`src/rtl/core/ssirq_pkg.sv`:
```
// ----------------------------------------------------------------------------
// Sorted start index range query package
// Shared widths, operation and status codes, and controller interface types.
// ----------------------------------------------------------------------------
package ssirq_pkg;

   localparam int TableDepthDefault = 256;
   localparam int MaxHitsDefault    = 1024;
   localparam int PosWidthDefault   = 16;

   localparam int OpWidth     = 2;
   localparam int FieldWidth  = 16;
   localparam int IndexWidth  = 8;
   localparam int PosOutWidth = 9;
   localparam int HitOutWidth = 10;
   localparam int StatusWidth = 2;

   localparam logic [OpWidth-1:0] OP_CLEAR = 2'd0;
   localparam logic [OpWidth-1:0] OP_ADD   = 2'd1;
   localparam logic [OpWidth-1:0] OP_QUERY = 2'd2;
   localparam logic [OpWidth-1:0] OP_READ  = 2'd3;

   localparam logic [StatusWidth-1:0] ST_OK        = 2'd0;
   localparam logic [StatusWidth-1:0] ST_FULL      = 2'd1;
   localparam logic [StatusWidth-1:0] ST_BAD_INDEX = 2'd2;
   localparam logic [StatusWidth-1:0] ST_EXHAUSTED = 2'd3;

   // Commands from the controller to the datapath.
   typedef struct packed {
      logic load;        // capture the request and initialize a search
      logic search_step; // issue/consume one probe
      logic search_lo;   // restart search with the low key
      logic shift_step;  // move one entry up by one
      logic insert;      // write the new entry at its place
      logic finish;      // form the response
   } ssirq_cmd_type;

   // Status from the datapath to the controller.
   typedef struct packed {
      logic search_done;
      logic shift_done;
      logic needs_insert;
   } ssirq_sts_type;

endpackage

```
`src/rtl/core/ssirq_ctrl.sv`:
```
// ----------------------------------------------------------------------------
// Query unit controller
// Sequences the searches, the entry shift and the response handshake.
// ----------------------------------------------------------------------------
module ssirq_ctrl (
   input  logic                     clock,
   input  logic                     reset,
   input  logic                     req_fire,
   input  logic [1:0]               req_op,
   input  logic                     rsp_taken,
   input  ssirq_pkg::ssirq_sts_type sts,
   output ssirq_pkg::ssirq_cmd_type cmd,
   output logic                     busy,
   output logic                     rsp_valid
);
   import ssirq_pkg::*;

   localparam logic [2:0] S_IDLE   = 3'd0;
   localparam logic [2:0] S_SRCH_H = 3'd1;
   localparam logic [2:0] S_SRCH_L = 3'd2;
   localparam logic [2:0] S_SHIFT  = 3'd3;
   localparam logic [2:0] S_INSERT = 3'd4;
   localparam logic [2:0] S_DONE   = 3'd5;
   localparam logic [2:0] S_OUT    = 3'd6;

   logic [2:0] state_ff, state_in;
   logic [1:0] op_ff, op_in;

   always_ff @(posedge clock) begin
      if (reset) begin
         state_ff <= S_IDLE;
         op_ff    <= OP_CLEAR;
      end else begin
         state_ff <= state_in;
         op_ff    <= op_in;
      end
   end

   always_comb begin
      state_in = state_ff;
      op_in    = op_ff;
      cmd      = '0;
      case (state_ff)
         S_IDLE: begin
            if (req_fire) begin
               cmd.load = 1'b1;
               op_in    = req_op;
               // Both add and query start with the upper-bound search.
               if (req_op == OP_ADD || req_op == OP_QUERY) state_in = S_SRCH_H;
               else state_in = S_DONE;
            end
         end
         S_SRCH_H: begin
            if (sts.search_done) begin
               if (op_ff == OP_QUERY) begin
                  cmd.search_lo = 1'b1;
                  state_in = S_SRCH_L;
               end else if (sts.needs_insert) begin
                  state_in = S_SHIFT;
               end else begin
                  state_in = S_DONE;
               end
            end else begin
               cmd.search_step = 1'b1;
            end
         end
         S_SRCH_L: begin
            if (sts.search_done) state_in = S_DONE;
            else cmd.search_step = 1'b1;
         end
         S_SHIFT: begin
            if (sts.shift_done) state_in = S_INSERT;
            else cmd.shift_step = 1'b1;
         end
         S_INSERT: begin
            cmd.insert = 1'b1;
            state_in   = S_DONE;
         end
         S_DONE: begin
            cmd.finish = 1'b1;
            state_in   = S_OUT;
         end
         S_OUT: begin
            if (rsp_taken) state_in = S_IDLE;
         end
         default: state_in = S_IDLE;
      endcase
   end

   assign busy      = (state_ff != S_IDLE);
   assign rsp_valid = (state_ff == S_OUT);

endmodule

```
`config.mk`:
```
export PLATFORM = sky130hd
export DESIGN_NAME = ssirq_ctrl
export DESIGN_NICKNAME = d
export VERILOG_FILES = /design/src/rtl/core/ssirq_pkg.sv /design/src/rtl/core/ssirq_ctrl.sv
export SDC_FILE = /design/constraint.sdc
export NUM_CORES = 1
export LEC_CHECK = 0
export CORE_AREA = 2 2 39 41
export DETAILED_ROUTE_END_ITERATION = 12
export DIE_AREA = 0 0 41 43
export DONT_BUFFER_PORTS = 1
export PLACE_DENSITY_LB_ADDON = 0.08
export SETUP_SLACK_MARGIN = 0.02
export SKIP_CTS_REPAIR_TIMING = 1
export SYNTH_ARGS = -nofsm -noshare
export SYNTH_HDL_FRONTEND = slang
export SYNTH_SLANG_ARGS = --single-unit
```
`constraint.sdc`:
```
create_clock -name clock -period 1.1 [get_ports clock]
set_input_delay 0.055 -clock clock [delete_from_list [all_inputs] [get_ports clock]]
set_output_delay 0.055 -clock clock [all_outputs]
set_load 0.02 [all_outputs]
```
Word-level counts from Yosys, hierarchy flattened. Index checks and enable logic that the tools add are counted.

Register bits: 5. Output and inout port bits: 8. Word-level logic and storage cells: 42.

Equal/unequal tests: 14. Mux-type cells: 20. Reductions and logical operators: 6.

Operators with widths (count): $mux 3 (8); $pmux 3 s7 (1); $mux 1 (11); $ne 2x2->1 const B (5); $eq 3x3->1 const B (3); $eq 3x2->1 const B (2); $reduce_and 5->1 (1); $eq 2x2->1 const B (2); $eq 3x1->1 const B (1); $logic_not 3->1 (1); $reduce_bool 3->1 (1); $eq 2x1->1 const B (1); $reduce_and 2->1 (1); $reduce_or 2->1 (1); $logic_or 1x1->1 (1).

Logic depth before layout (Yosys ltp).
Depth after elaboration: 5. Mapped depth: 5. Gate-level depth less buffers: 4.

Least setup slack after synthesis. OpenSTA, ideal clock, no wires.

Path kind: reg-to-reg. From: register state_ff[1]. To: register op_ff[0]. Library setup time: 0.114 ns. Arrival: 1.204 ns. Slack: -0.218 ns. Stages on the path, launching flop included: 5. Period minus slack after synthesis: 1.318 ns. Cells stage by stage: dfxtp_1 or3_4 nor2_4 mux2i_1 nor2_1.

Longest elaborated chain between the ends: 2.

Ends and longest elaborated chain: start: declaration (RTL line ssirq_ctrl.sv:26) `logic [2:0] state_ff, state_in;`; start signal: assignment (RTL line ssirq_ctrl.sv:34) `state_ff <= state_in;`; $logic_not 3->1 (RTL line ssirq_ctrl.sv:43) `case (state_ff)`; $reduce_and 2->1 (no line); end signal: assignment (RTL line ssirq_ctrl.sv:35) `op_ff <= op_in;`; end: declaration (RTL line ssirq_ctrl.sv:27) `logic [1:0] op_ff, op_in;`.

Every way passes these cells. A chain may end at the register's enable or synchronous reset.

==> summary.txt <==
Outcome
  • Status: complete, but fails checks
  • Failing checks: hold timing, setup timing

Floorplanning
  • Die W: about 41 µm
  • I/O pin count: 17
  • Row cnt: 14
  • Initial core utilization: 28.8%
  • Die area: around 1800 µm²
  • Die Height: approximately 43 µm
  • Core area: roughly 1400 µm²

Detailed routing
  • Final wirelength: approximately 1100 µm
  • Remaining routing DRC violations: 0
  • Via count: approximately 420
  • Via-to-Cell Ratio: just under 5
  • Routed len/inst: about 13 µm
  • Drt pass-1 iters: 4
  • 1st-iter DRT viols: 4
  • DRT antenna net count: 0

STA
  • Tcrit/Tclk final: 122%
  • Setup WS post-layout: -0.245 ns
  • Hold slack: -0.00355 ns
  • Max_slew headroom: about 84%
  • RSZ-0062 raised after global routing: true
  • Final Critical Period: approximately 1.3 ns
  • Fin Clk Skew: 0.000727 ns
  • Maximum clock frequency: between 700 and 800 MHz
  • Max-slew violation count: 0
  • Setup violators final: 13
  • Setup TNS after final layout: -1.81 ns
  • Worst slew pin tran: between 0.2 and 0.25 ns
  • Hold Fails Final Rpt: 1

Setup path
  • Critical path launch point: state_ff[1]
  • Critical path arrival: 1.29 ns
  • Req. time, crit path: 1.04 ns
  • CP Capture Type: output port
  • Nature of the critical path startpoint: register
  • Crit Path Category: reg -> out
  • Crit Reg-Reg Startpoint: state_ff[1]
  • Worst Path Max Fanout: 3

Power
  • Leakage: between 0.2 and 0.3 nW
  • Power density over the cells: approximately 1600 nW/µm²
  • Clk pwr share: 20.0%
  • Tot Pwr: between 1 and 1.5 mW
  • IR drop worst, VDD: approximately 790 µV
  • Flop pwr share: 22.4%
  • Logic pwr share: ~58%
  • Psw: between 0.3 and 0.4 mW
  • Cell Int Power: slightly below 0.7 mW
  • Net Sw Frac: between 30% and 40%

GRT
  • Antenna violations before repair: 0
  • First-pass GRT wire length: approximately 1800 µm
  • Largest net degree at the start of global routing: 12
  • All-layer global routing usage: about 15%
  • Vias in the first global route: 412
  • Overflow left after global routing: 0

Yosys
  • Post-synth ARST share: 0%
  • Post-synthesis adder-cell area fraction: 0%
  • Synth Area in Simple Gates: between 30% and 40%
  • Post-synth EDFFs: 0
  • Gate Count Post-Synth: 47
  • Syn nets: 56
  • Avg Inst Size Synth: approximately 8.5 µm²
  • Post-synthesis mux area share: between 10% and 20%
  • Complex-gate fraction of the synthesized area: between 20 and 25%
  • Flops & latches, synth: 5
  • Largest family of logic cells by synthesized area: simple AND/OR/NAND/NOR gates
  • Yosys Warn Count: 0
  • Sequential area share after synthesis: between 20% and 30%
  • Ys flop type: dfxtp_1
  • Post-synthesis xor/xnor area fraction: about 4.4%
  • Cell area after synthesis: slightly below 400 µm²
  • Post-synth cell types: 29

Clock network
  • Htree depth: 1
  • Clk_lat worst skew: between 0.2 and 0.25 ns
  • CTS tree: done
  • CTS Buf Count: 3
  • Clock tree buffer depth: 2
  • Clk root buf: clkbuf_4
  • Clk pin slew, worst setup/hold paths: ~0.04 ns
  • Clock sinks: 5

Layout
  • Final #Nets: 79
  • Final Cell Area: 668 µm²
  • Layout cells sized above 1: between 50% and 60%
  • Area grow syn2layout: 67.9%
  • Number of diodes: 0

Hold path
  • Hold Path Origin: req_op[1]
  • Worst hold path class: in -> reg

Placed design
  • Dpl ws: -0.157 ns
  • Port buffer count: 0
  • Placed cell area: ~520 µm²
  • Final HPWL DP: 833 µm
  • GPL Wtd Cong: 0.720

Job
  • Max-capacitance violation count: 0
-- cell type report --
| type | instances | area (µm²) |
|---|---|---|
| Fill cell | 153 | 716 |
| Timing Repair Buffer | 21 | 196 |
| Clock buffer | 4 | 26.3 |
| Multi-Input combinational cell | 38 | 319 |
| Sequential cell | 5 | 103 |
| Tap cell | 16 | 20.0 |
| Inverter | 1 | 3.75 |
-- layer usage --
metal | global-route usage [%] | routed length, µm | vias up
met5 | 0 | 0 | -
met4 | 12.0 | 10 | 0
met3 | 2.62 | 62 | 2
li1 | - | - | 212
met2 | 22.2 | 572 | 10
met1 | 17.9 | 474 | 195
-- synth_stat cells (2+ instances only) --
master	count	area (µm²)
nand2_1	2	7.51
nor3b_1	2	15.0
nor2_1	4	15.0
a211oi_1	2	15.0
nor3_1	2	10.0
dfxtp_1	5	100
nor2b_1	3	18.8
mux2i_1	5	50.1
xnor2_1	2	17.5
-- power by group through the flow --
stage	combinational (mW)	sequential, mW	clock (mW)
3_5_place_dp	0.452	0.238	0
3_3_place_gp	0.446	0.236	0
6_report	0.605	0.236	0.210
5_1_grt	0.645	0.239	0.237
4_1_cts	0.455	0.235	0.222
2_1_floorplan	0.323	0.235	0
-- cell usage in the layout, fill, tap and decap left out, types with 2 or more instances in the layout --
master	n
nor2_4	2
buf_4	10
nor3b_2	2
nor3_2	2
nand2_1	2
xnor2_1	2
mux2i_1	4
clkbuf_4	3
dlygate4sd3_1	2
dfxtp_2	2
nor2b_1	2
nor2_1	3
buf_6	9
dfxtp_1	3
-- worst max-delay path, stage by stage, from the launching register on --
cell	delay (ns)
dfxtp_2	0.32
or3_4	0.41
nor2_4	0.11
buf_4	0.12
buf_6	0.10
-- state kept, by name, summed over array words and instances, names as in the netlist --
name	count
state_ff	3
op_ff	2
-- cell families after synthesis --
group | count (synthesis)
and+or+nand+nor | 20
AOI/OAI and AO/OA | 11
muxes | 5
DFF | 5
buffers and inverters | 4
xor gates and xnor gates | 2
-- path summary, 6_finish.rpt --
path | to | depth (start not counted) | slack (ns)
worst max-delay path | cmd[5] | 4 | -0.25
worst min-delay path | op_ff[1] | 2 | -0.004
worst max register to register | op_ff[0] | 5 | -0.19
worst min register to register | op_ff[1] | 2 | 0.55
-- stage by stage --
stage | util [%] | std cells
after floorplan | - | 47
after global routing | 48.3 | 85
after global placement | 37.7 | 74
after CTS | 39.6 | 78
after detailed placement | 37.7 | 74
final | 48.3 | 85
(Power assumes the default switching activity.)
